### src/design/bcm_pkg.sv
package bcm_pkg;

    localparam int MAX_POINTS_DEF  = 64;
    localparam int MAX_DIMS_DEF    = 4;
    localparam int COORD_WIDTH_DEF = 24;

    localparam int NUM_RANGES = 4;
    localparam int RANGE_W    = 23;
    localparam int DIMS_W     = 3;
    localparam int CFG_IDX_W  = 3;
    localparam int IDX_W      = 6;
    localparam int CORR_W     = 17;

    localparam logic [CFG_IDX_W-1:0] CFG_RANGE0 = 3'd0;
    localparam logic [CFG_IDX_W-1:0] CFG_RANGE1 = 3'd1;
    localparam logic [CFG_IDX_W-1:0] CFG_RANGE2 = 3'd2;
    localparam logic [CFG_IDX_W-1:0] CFG_RANGE3 = 3'd3;
    localparam logic [CFG_IDX_W-1:0] CFG_DIMS   = 3'd4;

    localparam logic [CORR_W-1:0]  ONE_Q16    = 17'd65536;
    localparam logic [CORR_W-1:0]  HALF_Q16   = 17'd32768;
    localparam logic [30:0]        ONE_Q30    = 31'h4000_0000;
    localparam logic [31:0]        PI_Q30     = 32'd3373259426;
    localparam logic [31:0]        INV_PI_Q30 = 32'd341782638;
    localparam logic [RANGE_W-1:0] RANGE_RST  = 23'd65536;
    localparam logic [DIMS_W-1:0]  DIMS_RST   = 3'd1;
    localparam logic [2:0]         LAST_TERM  = 3'd4;

    typedef enum logic [4:0] {
        FAC_IDLE, FAC_DIV_R, FAC_THETA, FAC_X2,
        FAC_SIN_INIT, FAC_SIN_MUL, FAC_SIN_DIV, FAC_SIN_WAIT, FAC_S,
        FAC_COS_INIT, FAC_COS_MUL, FAC_COS_DIV, FAC_COS_WAIT,
        FAC_H, FAC_C, FAC_T1, FAC_T2, FAC_FIN
    } fac_state_t;

    typedef enum logic [2:0] {
        BK_IDLE, BK_WRITE, BK_READ, BK_DIM, BK_FWAIT, BK_ACC, BK_EMIT, BK_DIAG
    } back_state_t;

    // floor(x / k) for x below 2^32: shift out the even part of k, multiply by
    // a rounded-up reciprocal of the odd part, shift the product right
    typedef struct packed {
        logic [1:0]  pre;
        logic [31:0] mul;
        logic [5:0]  post;
    } recip_t;

    // Horner divisors of the sine series, innermost term first:
    // 110, 72, 42, 20, 6
    function automatic recip_t sin_recip(input logic [2:0] k);
        recip_t v;
        unique case (k)
            3'd0:    v = '{2'd1, 32'd2498890064, 6'd37};
            3'd1:    v = '{2'd3, 32'd3817748708, 6'd35};
            3'd2:    v = '{2'd1, 32'd3272356036, 6'd36};
            3'd3:    v = '{2'd2, 32'd3435973837, 6'd34};
            default: v = '{2'd1, 32'd2863311531, 6'd33};
        endcase
        return v;
    endfunction

    // cosine series: 132, 90, 56, 30, 12
    function automatic recip_t cos_recip(input logic [2:0] k);
        recip_t v;
        unique case (k)
            3'd0:    v = '{2'd2, 32'd4164816772, 6'd37};
            3'd1:    v = '{2'd1, 32'd3054198967, 6'd37};
            3'd2:    v = '{2'd3, 32'd2454267027, 6'd34};
            3'd3:    v = '{2'd1, 32'd2290649225, 6'd35};
            default: v = '{2'd2, 32'd2863311531, 6'd33};
        endcase
        return v;
    endfunction

endpackage

### src/design/bcm_if.sv
interface bcm_in_if #(parameter int COORD_WIDTH = bcm_pkg::COORD_WIDTH_DEF);
    logic                          valid;
    logic                          ready;
    logic signed [COORD_WIDTH-1:0] coord_0;
    logic signed [COORD_WIDTH-1:0] coord_1;
    logic signed [COORD_WIDTH-1:0] coord_2;
    logic signed [COORD_WIDTH-1:0] coord_3;
    logic                          last_point;

    modport source (output valid, coord_0, coord_1, coord_2, coord_3, last_point,
                    input ready);
    modport sink   (input valid, coord_0, coord_1, coord_2, coord_3, last_point,
                    output ready);
endinterface


### src/design/bcm_front.sv
module bcm_front #(
    parameter int MAX_POINTS  = bcm_pkg::MAX_POINTS_DEF,
    parameter int MAX_DIMS    = bcm_pkg::MAX_DIMS_DEF,
    parameter int COORD_WIDTH = bcm_pkg::COORD_WIDTH_DEF,
    localparam int ROW_W      = $clog2(MAX_POINTS)
) (
    input  logic                                 clk,
    input  logic                                 rst_n,
    bcm_in_if.sink                               points,
    output logic                                 q_valid,
    input  logic                                 q_pop,
    output logic [ROW_W-1:0]                     q_row,
    output logic [MAX_DIMS-1:0][COORD_WIDTH-1:0] q_point
);
    import bcm_pkg::*;

    localparam int CNT_W = $clog2(MAX_POINTS + 1);

    logic [CNT_W-1:0] count_reg, count_next;
    logic [1:0]       fill_reg, fill_next;
    logic             wr_ptr_reg, rd_ptr_reg;
    logic [ROW_W-1:0] row_q_reg [2];
    logic [MAX_DIMS-1:0][COORD_WIDTH-1:0] pt_q_reg [2];

    logic                    push;
    logic [ROW_W-1:0]        row;
    logic [COORD_WIDTH-1:0]  c_in [NUM_RANGES];
    logic [MAX_DIMS-1:0][COORD_WIDTH-1:0] pt;

    assign points.ready = fill_reg != 2'd2;
    assign push         = points.valid && points.ready;

    always_comb
    begin
        c_in[0] = points.coord_0;
        c_in[1] = points.coord_1;
        c_in[2] = points.coord_2;
        c_in[3] = points.coord_3;
        for (int d = 0; d < MAX_DIMS; d++)
            pt[d] = c_in[d];
    end

    // a full store starts a fresh set at row zero
    always_comb
    begin
        row        = (count_reg >= CNT_W'(MAX_POINTS)) ? '0 : count_reg[ROW_W-1:0];
        count_next = count_reg;
        if (push)
            count_next = points.last_point ? '0 : CNT_W'(row) + 1'b1;
        fill_next = fill_reg + {1'b0, push} - {1'b0, q_pop};
    end

    always_ff @(posedge clk or negedge rst_n)
    begin
        if (!rst_n)
        begin
            count_reg  <= '0;
            fill_reg   <= '0;
            wr_ptr_reg <= 1'b0;
            rd_ptr_reg <= 1'b0;
        end
        else
        begin
            count_reg <= count_next;
            fill_reg  <= fill_next;
            if (push)
                wr_ptr_reg <= !wr_ptr_reg;
            if (q_pop)
                rd_ptr_reg <= !rd_ptr_reg;
        end
    end

    always_ff @(posedge clk)
    begin
        if (push)
        begin
            row_q_reg[wr_ptr_reg] <= row;
            pt_q_reg[wr_ptr_reg]  <= pt;
        end
    end

    assign q_valid = fill_reg != 2'd0;
    assign q_row   = row_q_reg[rd_ptr_reg];
    assign q_point = pt_q_reg[rd_ptr_reg];

endmodule

### src/flat_wrapper.sv
// flat-port wrapper written by rule: the top's interface ports become plain ports
module bcm_front_flat import bcm_pkg::*;
#(
    parameter int MAX_POINTS  = bcm_pkg::MAX_POINTS_DEF,
    parameter int MAX_DIMS    = bcm_pkg::MAX_DIMS_DEF,
    parameter int COORD_WIDTH = bcm_pkg::COORD_WIDTH_DEF,
    localparam int ROW_W      = $clog2(MAX_POINTS)
)
  (clk, rst_n, q_valid, q_pop, q_row, q_point, points_valid, points_coord_0, points_coord_1, points_coord_2, points_coord_3, points_last_point, points_ready);
  bcm_in_if #(.COORD_WIDTH(COORD_WIDTH)) points_i ();
  input  logic clk;
  input  logic rst_n;
  output logic q_valid;
  input  logic q_pop;
  output logic [ROW_W-1:0] q_row;
  output logic [MAX_DIMS-1:0][COORD_WIDTH-1:0] q_point;
  input wire logic [$bits(points_i.valid)-1:0] points_valid;
  input wire logic [$bits(points_i.coord_0)-1:0] points_coord_0;
  input wire logic [$bits(points_i.coord_1)-1:0] points_coord_1;
  input wire logic [$bits(points_i.coord_2)-1:0] points_coord_2;
  input wire logic [$bits(points_i.coord_3)-1:0] points_coord_3;
  input wire logic [$bits(points_i.last_point)-1:0] points_last_point;
  output wire logic [$bits(points_i.ready)-1:0] points_ready;
  assign points_i.valid = points_valid;
  assign points_i.coord_0 = points_coord_0;
  assign points_i.coord_1 = points_coord_1;
  assign points_i.coord_2 = points_coord_2;
  assign points_i.coord_3 = points_coord_3;
  assign points_i.last_point = points_last_point;
  assign points_ready = points_i.ready;
  bcm_front #(.MAX_POINTS(MAX_POINTS), .MAX_DIMS(MAX_DIMS), .COORD_WIDTH(COORD_WIDTH)) u_core (.clk(clk), .rst_n(rst_n), .points(points_i), .q_valid(q_valid), .q_pop(q_pop), .q_row(q_row), .q_point(q_point));
endmodule
### config.mk
export PLATFORM = sky130hd
export DESIGN_NAME = bcm_front_flat
export DESIGN_NICKNAME = d
export VERILOG_FILES = /design/src/design/bcm_pkg.sv /design/src/design/bcm_if.sv /design/src/design/bcm_front.sv /design/src/flat_wrapper.sv
export SDC_FILE = /design/constraint.sdc
export NUM_CORES = 1
export LEC_CHECK = 0
export BUFFER_PORTS_ARGS = -buffer_cell sky130_fd_sc_hd__buf_2
export CORE_MARGIN = 5
export CORE_UTILIZATION = 50
export DETAILED_ROUTE_END_ITERATION = 8
export PLACE_DENSITY_LB_ADDON = 0.08
export SYNTH_ARGS = -nofsm -noshare
export SYNTH_HDL_FRONTEND = slang
export SYNTH_SLANG_ARGS = --single-unit
export TNS_END_PERCENT = 100
### constraint.sdc
create_clock -name clk -period 7.2 [get_ports clk]
set_clock_uncertainty 0.15 [all_clocks]
set_input_delay 0.72 -clock clk [delete_from_list [all_inputs] [get_ports clk]]
set_output_delay 0.72 -clock clk [all_outputs]
set_load 0.01 [all_outputs]
==> load_flow_metrics.sql, run 1 <==
INSERT INTO impl_metrics (metric_group, metric, value, unit) VALUES
('place', 'dp_hpwl', '10200', 'um'),
('synth', 'post-synth-top-area-fraction', '0.763', ''),
('worst_setup_path', 'crit_family', 'flip-flops', ''),
('synth', 'commonest_register_cell_after_synthesis', 'edfxtp_1', ''),
('worst_setup_path', 'critical_path.max_stage_delay', '930', 'ps'),
('drt', 'route.final.wire_length', '15400', 'um'),
('synth', 'yosysWarnings', '0', ''),
('cts', 'clk_path_buf_depth', '3', ''),
('synth', 'synth_top_family_by_area', 'multiplexers', ''),
('cts', 'clkSinkCount', '215', ''),
('global_routing', 'largest_net_degree_at_the_start_of_global_routing', '62', ''),
('timing', 'slew_headroom', '0.452', ''),
('drt', 'final_antenna_net_count', '0', ''),
('timing', 'timing.final.crit_period', '3540', 'ps'),
('drt', 'route.detailed.drc', '0', ''),
('synth', 'synthesis.instances', '380', ''),
('worst_setup_path', 'endpoint_kind', 'primary output', ''),
('floorplan', 'rows', '46', ''),
('synth', 'synth-seq-cells', '215', ''),
('timing', 'final_number_of_max_transition_violations', '0', ''),
('floorplan', 'design.portCount', '205', ''),
('synth', 'post_synth_instance_area', '0.00802', 'mm^2'),
('status', 'run_status', 'complete, no violations', ''),
('place', 'placed_cells', '792', ''),
('worst_setup_path', 'critical_path.cell_chain', 'buf_4 -> mux2_2 -> buf_2', ''),
('drt', 'routed-via-count', '4139', ''),
('synth', 'synth_simple_gate_area_frac', '0.0195', ''),
('drt', 'drt_pass1_iterations', '4', ''),
('cts', 'cts_made_buffers', '22', ''),
('global_routing', 'initial_antenna_violation_count', '3', ''),
('cts', 'clock_tree.root_cell', 'clkbuf_16', ''),
('floorplan', 'die_area', '0.0187', 'mm^2'),
('global_routing', 'grt.overflow.total', '0', ''),
('worst_setup_path', 'timing.critical_path.buf_inv', '2', ''),
('pwr', 'total_leakage_power', '0.00376', 'uW'),
('synth', 'post_synth_top_area_cell', 'edfxtp_1', ''),
('timing', 'achievable-frequency', '282', 'MHz'),
('drt', 'post_detailed_route_wirelength_per_cell', '18.4', 'um'),
('final_layout', 'count_of_fill_cells_added_during_filler_insertion', '1181', ''),
('pwr', 'irDropWorstVdd', '0.000305', 'V'),
('synth', 'xor_xnor_share_of_the_synthesized_area', '0.00546', ''),
('final_layout', 'utilization_after_layout', '0.630', ''),
('synth', 'synth_compound_area_frac', '0.0131', ''),
('place', 'portBuffers', '204', ''),
('min_path', 'min-delay-path-class', 'in -> reg', ''),
('worst_setup_path', 'critical_path_required', '6330', 'ps'),
('global_routing', 'global_route_wire_length_before_repair', '22900', 'um'),
('final_layout', 'share_of_post_route_cells_with_drive_strength_above_1', '0.566', ''),
('timing', 'final_min_period_over_clock_period', '0.492', ''),
('floorplan', 'die_width', '137', 'um'),
('synth', 'synth_fp_nets', '484', ''),
('synth', 'synth_enable_flop_cells', '204', ''),
('place', 'place_ws', '4150', 'ps'),
('final_layout', 'number_of_flip_flops_in_the_largest_register', '192', ''),
('worst_setup_path', 'criticalPathCategory', 'reg -> out', ''),
('worst_setup_path', 'timing.critical_path.slowest_stage_cell', 'dfrtp_4', ''),
('timing', 'finalSetupViolCount', '0', ''),
('place', 'final_weighted_congestion_in_routability_driven_placement', '0.733', ''),
('timing', 'grt_setup_unrepaired', 'no', ''),
('drt', 'routed_vias_inst', '4.96', ''),
('drt', 'detailedRoute.firstIterationViolations', '159', ''),
('final_layout', 'layout.nets', '705', ''),
('synth', 'async_reset_ff_frac', '0.0512', ''),
('global_routing', 'vias_in_the_first_global_route', '4365', ''),
('final_layout', 'final_cell_count_no_fill', '834', ''),
('final_layout', 'multiInputGateArea', '0.00150', 'mm^2'),
('synth', 'synth_area_leaders', 'edfxtp_1 (76%), mux2_2 (14%), dfrtp_1 (3.4%)', ''),
('timing', 'finalSetupTns', '0', 'ps'),
('timing', 'worstMarginPinSlew', '823', 'ps'),
('floorplan', 'initial_utilization', '0.507', ''),
('cts', 'cts_tree', 'built', '');
area by class of cell:
cell class / count / share of cell area
Antenna cell: 1 / 0.000251
Timing Repair Buffer: 209 / 0.106
Tap cell: 216 / 0.0271
Multi-Input combinational cell: 148 / 0.151
Clock buffer: 34 / 0.0638
Sequential cell: 215 / 0.642
Inverter: 5 / 0.00188
Clock inverter: 6 / 0.00790
logic make-up (layout without fill, tap and decap cells):
| group | Yosys count | after routing |
|---|---|---|
| simple gates | 23 | 23 |
| other cells | 0 | 1 |
| flops | 215 | 215 |
| mux | 102 | 102 |
| buf+inv | 17 | 254 |
| compound gates | 15 | 15 |
| fa+ha+maj | 3 | 3 |
| xor+xnor | 5 | 5 |
power by group:
part           switching, uW  internal (uW)  leakage (uW)  total, uW
logic                    579            516       0.00138       1090
registers                140           1720       0.00204       1860
clock network            428            679      0.000350       1110
per-stage QoR:
| step | instance area [um^2] | power, uW | hold WS [ps] |
|---|---|---|---|
| after global placement | 9250 | 2980 | 373 |
| final | 9980 | 4060 | 267 |
| after CTS | 9970 | 4130 | 245 |
| after floorplan | 8020 | 2620 | 274 |
| after detailed placement | 9250 | 3010 | 392 |
| after global routing | 9980 | 4260 | 246 |
cell usage in the layout (no fill, tap or decap), types with 5 or more instances in the layout:
cell       Yosys  routed
dfrtp_1       11      10
o21ai_0        5       5
edfxtp_1     204     204
clkbuf_1       0       9
mux2_2       102     102
nor2b_1        6       6
clkbuf_16      0      23
buf_2          3     204
per-layer routing:
layer,track usage,up-vias,share of wire
met4,0.0392,4,0.021
met3,0.0559,32,0.085
met5,0,-,0.0014
met1,0.196,2011,0.40
li1,-,1949,-
met2,0.267,143,0.50
what timing repair did:
| item | CTS | global route |
|---|---|---|
| endpoints found under the hold margin | 11 | 0 |
| hold buffers | 1 | 0 |
| resized for setup | 0 | 0 |
| buffers inserted | 0 | 0 |
worst paths after layout:
path / startpoint / endpoint / slack (ps) / cells after the start
worst max-delay path: u_core.rd_ptr_reg / q_row[4] / 3660 / 3
max in group asynchronous: rst_n / u_core.rd_ptr_reg / 6180 / 2
min in group asynchronous: rst_n / u_core.count_reg[1] / 480 / 2
worst max register to register: u_core.fill_reg[1] / u_core.pt_q_reg[1][8] / 4620 / 4
worst min register to register: u_core.wr_ptr_reg / u_core.wr_ptr_reg / 400 / 1
worst min-delay path: points_coord_1[8] / u_core.pt_q_reg[1][32] / 270 / 1
(Power assumes the default switching activity.)
==> inputs of run 2 (changes only) <==
- ABC_AREA: unset -> 1
- clock period: 7.2 -> 3.4 ns (I/O delays scaled with it)
==> run 2 against run 1 <==
Effect of this change:
- first-iteration DRC count up 35%
- via count up 11%
- sequential share of layout area down 5.2 points
- routed wire length up 2.6%
- final area up 8.9%
- combinational power up 130%
- worst setup slack worse by 2700 ps
- critical path depth unchanged
- area after synthesis down 0.94%
- largest cell class unchanged
==> load_flow_metrics.sql, run 2 <==
INSERT INTO impl_metrics (metric_group, metric, value, unit) VALUES
('worst_setup_path', 'crit-reg2reg-launch', 'u_core.fill_reg[1]', ''),
('pwr', 'pwr-share-clk', '0.258', ''),
('worst_setup_path', 'criticalPathCategory', 'reg -> out', ''),
('synth', 'synth_enable_flop_cells', '204', ''),
('timing', 'worstMarginPinSlew', '924', 'ps'),
('pwr', 'total_leakage_power', '0.00418', 'uW'),
('global_routing', 'met1_use_gr', '0.192', ''),
('place', 'place_area', '0.00922', 'mm^2'),
('floorplan', 'die_height', '136', 'um'),
('synth', 'yosysWarnings', '0', ''),
('timing', 'grt_setup_unrepaired', 'no', ''),
('pwr', 'p_seq_frac', '0.444', ''),
('cts', 'post_cts.resized_instances', '0', ''),
('worst_setup_path', 'timing.critical_path.slowest_stage_cell', 'dfrtp_4', ''),
('timing', 'final_number_of_max_transition_violations', '0', ''),
('drt', 'route.final.wire_length', '15800', 'um'),
('final_layout', 'num_antenna_cells', '0', ''),
('final_layout', 'mostFrequentLayoutCells', 'buf_2 (204), edfxtp_1 (204), mux2_2 (102)', ''),
('pwr', 'net-switching-power', '2420', 'uW'),
('floorplan', 'initial_utilization', '0.506', ''),
('flow_run', 'maxCapViolCount', '0', ''),
('final_layout', 'utilization_after_layout', '0.691', ''),
('synth', 'yosysSeqAreaShare', '0.805', ''),
('floorplan', 'die_width', '136', 'um'),
('synth', 'synth-seq-cells', '215', ''),
('floorplan', 'rows', '46', ''),
('synth', 'synthesis.instances', '386', ''),
('synth', 'post-synth-top-area-fraction', '0.771', ''),
('synth', 'post_synth.cell_area_avg', '20.6', 'um^2'),
('drt', 'final_antenna_net_count', '0', ''),
('worst_setup_path', 'ff2ff_path_depth', '4', ''),
('drt', 'detailedRoute.firstIterationViolations', '215', ''),
('worst_setup_path', 'critical_path_required', '2910', 'ps'),
('timing', 'final.setup.worst_slack', '975', 'ps'),
('synth', 'synth_area_leaders', 'edfxtp_1 (77%), mux2_2 (14%), dfrtp_1 (3.5%)', ''),
('final_layout', 'design_area', '0.0109', 'mm^2'),
('drt', 'post_detailed_route_wirelength_per_cell', '16.8', 'um'),
('worst_setup_path', 'crit_family', 'buffers and inverters', ''),
('global_routing', 'vias_in_the_first_global_route', '4853', ''),
('min_path', 'hold_start', 'points_last_point', ''),
('worst_setup_path', 'path_max_fanout', '30', ''),
('timing', 'finalSetupTns', '0', 'ps'),
('cts', 'worstSkewPairLatency', '480', 'ps'),
('cts', 'cts_made_buffers', '23', ''),
('pwr', 'internal_power_consumption', '6060', 'uW'),
('worst_setup_path', 'critical_path.endpoint', 'q_point[84]', ''),
('global_routing', 'use_met2', '0.302', ''),
('timing', 'finalSetupViolCount', '0', ''),
('cts', 'cts_tree', 'built', ''),
('worst_setup_path', 'rrSetupSlack', '1290', 'ps'),
('pwr', 'irDropWorstVdd', '0.000483', 'V'),
('floorplan', 'design.portCount', '205', ''),
('global_routing', 'global_route_wire_length_before_repair', '24000', 'um'),
('global_routing', 'globalRouteTotalUtil', '0.164', ''),
('global_routing', 'grt.overflow.total', '0', ''),
('worst_setup_path', 'critical_path.startpoint_type', 'register', ''),
('synth', 'synth_fp_nets', '490', ''),
('status', 'run_status', 'complete, no violations', ''),
('synth', 'async_reset_ff_frac', '0.0512', ''),
('synth', 'synthMostInstantiatedCell', 'edfxtp_1', ''),
('drt', 'routed-via-count', '4581', ''),
('synth', 'synth_top_cells_by_count', 'edfxtp_1 (204), mux2_2 (102), nand2_1 (14)', ''),
('timing', 'report.final.hold_viol_count', '0', ''),
('final_layout', 'number_of_flip_flops_in_the_largest_register', '192', ''),
('pwr', 'power_switching_share', '0.285', ''),
('worst_setup_path', 'endpoint_kind', 'primary output', ''),
('final_layout', 'share_of_post_route_cells_with_drive_strength_above_1', '0.477', ''),
('timing', 'slew_headroom', '0.384', ''),
('cts', 'clk_path_buf_depth', '3', ''),
('timing', 'timing.final.crit_period', '2430', 'ps'),
('drt', 'routed_vias_inst', '4.87', ''),
('global_routing', 'largest_net_degree_at_the_start_of_global_routing', '68', ''),
('worst_setup_path', 'cp.arrival', '1940', 'ps'),
('place', 'dp_hpwl', '9680', 'um'),
('place', 'final_weighted_congestion_in_routability_driven_placement', '0.756', ''),
('drt', 'route.detailed.drc', '0', ''),
('worst_setup_path', 'timing.critical_path.buf_inv', '2', ''),
('pwr', 'pwr_density_cell', '781', 'mW/mm^2'),
('worst_setup_path', 'path_depth', '3', ''),
('worst_setup_path', 'critPathLaunch', 'u_core.rd_ptr_reg', ''),
('cts', 'clkTransAtPathRegs', '50', 'ps'),
('min_path', 'min-delay-path-class', 'in -> reg', ''),
('cts', 'cts_htree_levels', '1', ''),
('place', 'place_ws', '1280', 'ps'),
('cts', 'cts_hold_buffers', '98', ''),
('floorplan', 'die_area', '0.0185', 'mm^2'),
('drt', 'drt_pass1_iterations', '4', ''),
('global_routing', 'global_route.usage.met3', '0.0403', ''),
('place', 'portBuffers', '204', ''),
('global_routing', 'grt_most_used_layer', 'met2', ''),
('synth', 'commonest_register_cell_after_synthesis', 'edfxtp_1', ''),
('cts', 'post-cts-setup-buffer-count', '0', ''),
('synth', 'post_synth_instance_area', '0.00795', 'mm^2'),
('timing', 'final_min_period_over_clock_period', '0.713', ''),
('timing', 'achievable-frequency', '412', 'MHz'),
('worst_setup_path', 'critical_path.cell_chain', 'buf_4 -> mux2_2 -> buf_2', ''),
('final_layout', 'layout.nets', '812', ''),
('synth', 'post_synth_top_area_cell', 'edfxtp_1', ''),
('global_routing', 'initial_antenna_violation_count', '0', ''),
('worst_setup_path', 'r2r_end', 'u_core.pt_q_reg[1][75]', ''),
('pwr', 'p_comb_frac', '0.298', ''),
('worst_setup_path', 'critical_path.max_stage_delay', '510', 'ps'),
('final_layout', 'areaGrowthSynthToFinish', '36.6', '%'),
('cts', 'clkSinkCount', '215', ''),
('synth', 'synth.distinct_cells', '20', ''),
('floorplan', 'core_region_area', '0.0157', 'mm^2'),
('cts', 'clock_tree.root_cell', 'clkbuf_16', '');
-- run 2: changes by cell type in the layout (fill, tap and decap cells not counted), sizes merged, moves of 3 or more --
| cell | before | now |
|---|---|---|
| dlygate4sd3 | 1 | 98 |
| nand2 | 3 | 15 |
| nor2 | 2 | 11 |
| inv | 5 | 13 |
| nor2b | 7 | 0 |
| o31ai | 4 | 0 |
| nand3 | 1 | 4 |
-- run 2: power by group through the flow --
stage / logic [uW] / registers, uW / clock network [uW]
after floorplan: 1640 / 3770 / 0
after global placement: 2460 / 3790 / 0
after detailed placement: 2480 / 3820 / 0
after CTS: 2580 / 3770 / 2250
after global routing: 2740 / 3810 / 2370
final: 2530 / 3770 / 2190
-- run 2: routing by layer --
| metal | up-vias | routed length, um |
|---|---|---|
| met5 | - | 0 |
| met4 | 0 | 325 |
| met3 | 28 | 943 |
| met2 | 140 | 8290 |
| met1 | 2277 | 6200 |
| li1 | 2136 | - |
-- run 2: kinds of logic after synthesis --
| group | count (synthesis) | share of synthesized area |
|---|---|---|
| compound gates | 6 | 0.00456 |
| flops | 215 | 0.805 |
| mux | 102 | 0.144 |
| simple gates | 32 | 0.0176 |
| fa+ha+maj | 3 | 0.00472 |
| xor+xnor | 4 | 0.00441 |
| buf+inv | 24 | 0.0189 |
-- run 2: tightest hold or removal path: stages --
cell,delay [ps]
buf_2,110
nor2_4,50
nand2_1,50
o21ai_0,60
-- run 2: area by class of cell --
type	count	area [um^2]
flip-flops and latches	215	6400
fillers	1088	4850
repair buffers	308	2060
multi-input cells	147	1410
clock buffers	35	641
well taps	216	270
inverters	13	48.8
clock inverters	6	25.0
-- run 2: how the worst min path moves through the flow --
stage,endpoint,slack [ps],depth (start not counted)
6_report,u_core.count_reg[3],30,4
5_1_grt,u_core.count_reg[3],20,4
4_1_cts,u_core.count_reg[4],20,4
3_5_place_dp,u_core.fill_reg[1],80,1
3_3_place_gp,u_core.rd_ptr_reg,80,1
2_1_floorplan,u_core.count_reg[0],-110,0
-- run 2: through the flow --
stage | hold slack (ps) | std cells | total power (uW)
after floorplan | -106 | 386 | 5410
after CTS | 16.5 | 940 | 8610
after global routing | 23.4 | 940 | 8920
final | 33.5 | 940 | 8490
after global placement | 76.9 | 801 | 6250
after detailed placement | 75.7 | 801 | 6300
==> inputs of run 3 (changes only) <==
- clock period: 3.4 -> 2.47 ns (I/O delays scaled with it)
==> run 3 against run 2 <==
Effect of this change:
- via count decreased by 2.1%
- sequential power increased by 38%
- routed wire length is essentially flat
- first-iteration DRC count is 7.9% higher
- final area rose by 1.4%
- total power up 41%
- sequential cell count stayed put
- worst hold slack got worse by 3.2 ps
- non-clock buffer count increased by 3
- utilization grew 0.96 points
- critical endpoint is now q_point[31]
- highest routed layer unchanged
==> load_flow_metrics.sql, run 3 (synthesis gave the netlist of run 2 again) <==
INSERT INTO impl_metrics (metric_group, metric, value, unit) VALUES
('global_routing', 'globalRouteTotalUtil', '0.164', ''),
('worst_setup_path', 'criticalPathCategory', 'reg -> out', ''),
('worst_setup_path', 'critical_path.cell_chain', 'buf_12 -> mux2_2 -> buf_2', ''),
('place', 'place_area', '0.00929', 'mm^2'),
('timing', 'timing.final.crit_period', '2310', 'ps'),
('global_routing', 'global_route_wire_length_before_repair', '23800', 'um'),
('pwr', 'irDropWorstVdd', '0.000641', 'V'),
('floorplan', 'rows', '46', ''),
('global_routing', 'largest_net_degree_at_the_start_of_global_routing', '60', ''),
('final_layout', 'mostFrequentLayoutCells', 'buf_2 (204), edfxtp_1 (204), mux2_2 (102)', ''),
('worst_setup_path', 'crit-reg2reg-launch', 'u_core.count_reg[6]', ''),
('final_layout', 'number_of_flip_flops_in_the_largest_register', '192', ''),
('cts', 'clk_path_buf_depth', '3', ''),
('drt', 'routed-via-count', '4485', ''),
('final_layout', 'share_of_post_route_cells_with_drive_strength_above_1', '0.486', ''),
('floorplan', 'design.portCount', '205', ''),
('cts', 'worstSkewPairLatency', '490', 'ps'),
('global_routing', 'initial_antenna_violation_count', '0', ''),
('floorplan', 'die_area', '0.0185', 'mm^2'),
('worst_setup_path', 'critical_path.startpoint_type', 'register', ''),
('place', 'portBuffers', '204', ''),
('timing', 'worstMarginPinSlew', '336', 'ps'),
('final_layout', 'count_of_fill_cells_added_during_filler_insertion', '1040', ''),
('drt', 'route.detailed.drc', '0', ''),
('drt', 'detailedRoute.firstIterationViolations', '232', ''),
('floorplan', 'die_width', '136', 'um'),
('cts', 'cts_htree_levels', '1', ''),
('pwr', 'total_leakage_power', '0.00425', 'uW'),
('timing', 'slew_headroom', '0.776', ''),
('worst_setup_path', 'rrSetupSlack', '540', 'ps'),
('min_path', 'min-delay-path-class', 'in -> async', ''),
('floorplan', 'core_region_area', '0.0157', 'mm^2'),
('timing', 'final_number_of_max_transition_violations', '0', ''),
('cts', 'cts_made_buffers', '22', ''),
('worst_setup_path', 'critical_path_required', '2070', 'ps'),
('pwr', 'pwr_density_cell', '1090', 'mW/mm^2'),
('timing', 'grt_setup_unrepaired', 'no', ''),
('place', 'dp_hpwl', '9750', 'um'),
('worst_setup_path', 'critical_path.max_stage_delay', '560', 'ps'),
('cts', 'post_cts.resized_instances', '0', ''),
('final_layout', 'layout.nets', '814', ''),
('drt', 'drt_pass1_iterations', '4', ''),
('drt', 'final_antenna_net_count', '0', ''),
('cts', 'clkSinkCount', '215', ''),
('drt', 'post_detailed_route_wirelength_per_cell', '16.7', 'um'),
('pwr', 'total_power', '12000', 'uW'),
('worst_setup_path', 'cp.arrival', '1910', 'ps'),
('worst_setup_path', 'ff2ff_path_depth', '7', ''),
('timing', 'finalSetupViolCount', '0', ''),
('timing', 'final_min_period_over_clock_period', '0.933', ''),
('floorplan', 'die_height', '136', 'um'),
('drt', 'routed_vias_inst', '4.77', ''),
('worst_setup_path', 'endpoint_kind', 'primary output', ''),
('floorplan', 'initial_utilization', '0.506', ''),
('final_layout', 'design_area', '0.0110', 'mm^2'),
('place', 'final_weighted_congestion_in_routability_driven_placement', '0.739', ''),
('final_layout', 'num_antenna_cells', '0', ''),
('worst_setup_path', 'path_max_fanout', '44', ''),
('global_routing', 'vias_in_the_first_global_route', '4765', ''),
('worst_setup_path', 'r2r_end', 'u_core.count_reg[5]', ''),
('worst_setup_path', 'timing.critical_path.slowest_stage_cell', 'dfrtp_4', ''),
('drt', 'route.final.wire_length', '15800', 'um'),
('status', 'run_status', 'complete, no violations', ''),
('cts', 'cts_tree', 'built', ''),
('timing', 'report.final.hold_viol_count', '0', ''),
('cts', 'clock_tree.root_cell', 'clkbuf_16', ''),
('flow_run', 'maxCapViolCount', '0', ''),
('global_routing', 'grt.overflow.total', '0', ''),
('timing', 'achievable-frequency', '434', 'MHz'),
('cts', 'clkTransAtPathRegs', '60', 'ps'),
('final_layout', 'areaGrowthSynthToFinish', '38.5', '%'),
('timing', 'finalSetupTns', '0', 'ps');
-- run 3: per-layer routing --
layer / GRT usage / wire length, um
met5: 0 / 0
met4: 0.0465 / 277
met3: 0.0396 / 1060
met2: 0.299 / 8330
met1: 0.194 / 6080
-- run 3: stage by stage --
stage / cells / hold slack, ps / setup WS (ps) / utilization
2_1_floorplan: 386 / -199 / -256 / -
6_report: 941 / 30.3 / 165 / 0.701
3_5_place_dp: 801 / -12.6 / 575 / 0.591
3_3_place_gp: 801 / -15.0 / 591 / 0.591
5_1_grt: 941 / 32.8 / 106 / 0.701
4_1_cts: 940 / 3.74 / 45.7 / 0.700
-- run 3: where the power goes --
part	leakage (uW)	total, uW	switching (uW)	internal (uW)
sequential	0.00204	5190	228	4960
clock	0.000355	3190	1250	1950
combinational	0.00185	3570	1880	1690
total	0.00425	12000	3360	8600
-- run 3: repair_timing --
| item | CTS | global route |
|---|---|---|
| hold buffers | 100 | 0 |
| endpoints found under the hold margin | 211 | 0 |
| setup endpoints to repair | 0 | 2 |
| buffers inserted | 0 | 1 |
-- run 3: area by class of cell --
cell class	count	area, um^2	share of cell area
clock inverter	7	56.3	0.00511
clock buffer	32	659	0.0599
sequential	215	6400	0.582
tap	216	270	0.0245
inverter	13	48.8	0.00443
timing repair buffer	311	2150	0.196
multi-input combinational	147	1420	0.129
-- run 3: worst max path at each step --
stage / from / to / slack [ps] / cells after the start
3_5_place_dp: u_core.rd_ptr_reg / q_point[31] / 580 / 3
4_1_cts: u_core.rd_ptr_reg / q_point[31] / 50 / 3
6_report: u_core.rd_ptr_reg / q_point[31] / 160 / 3
2_1_floorplan: u_core.fill_reg[1] / u_core.pt_q_reg[1][0] / -260 / 3
3_3_place_gp: u_core.rd_ptr_reg / q_point[87] / 590 / 3
5_1_grt: u_core.rd_ptr_reg / q_point[31] / 110 / 3
-- run 3: worst max-delay path, delay by kind of cell, from the launching register on --
kind,cells,cell delay [ps]
flip-flops,1,560
buffers and inverters,2,430
multiplexers,1,390
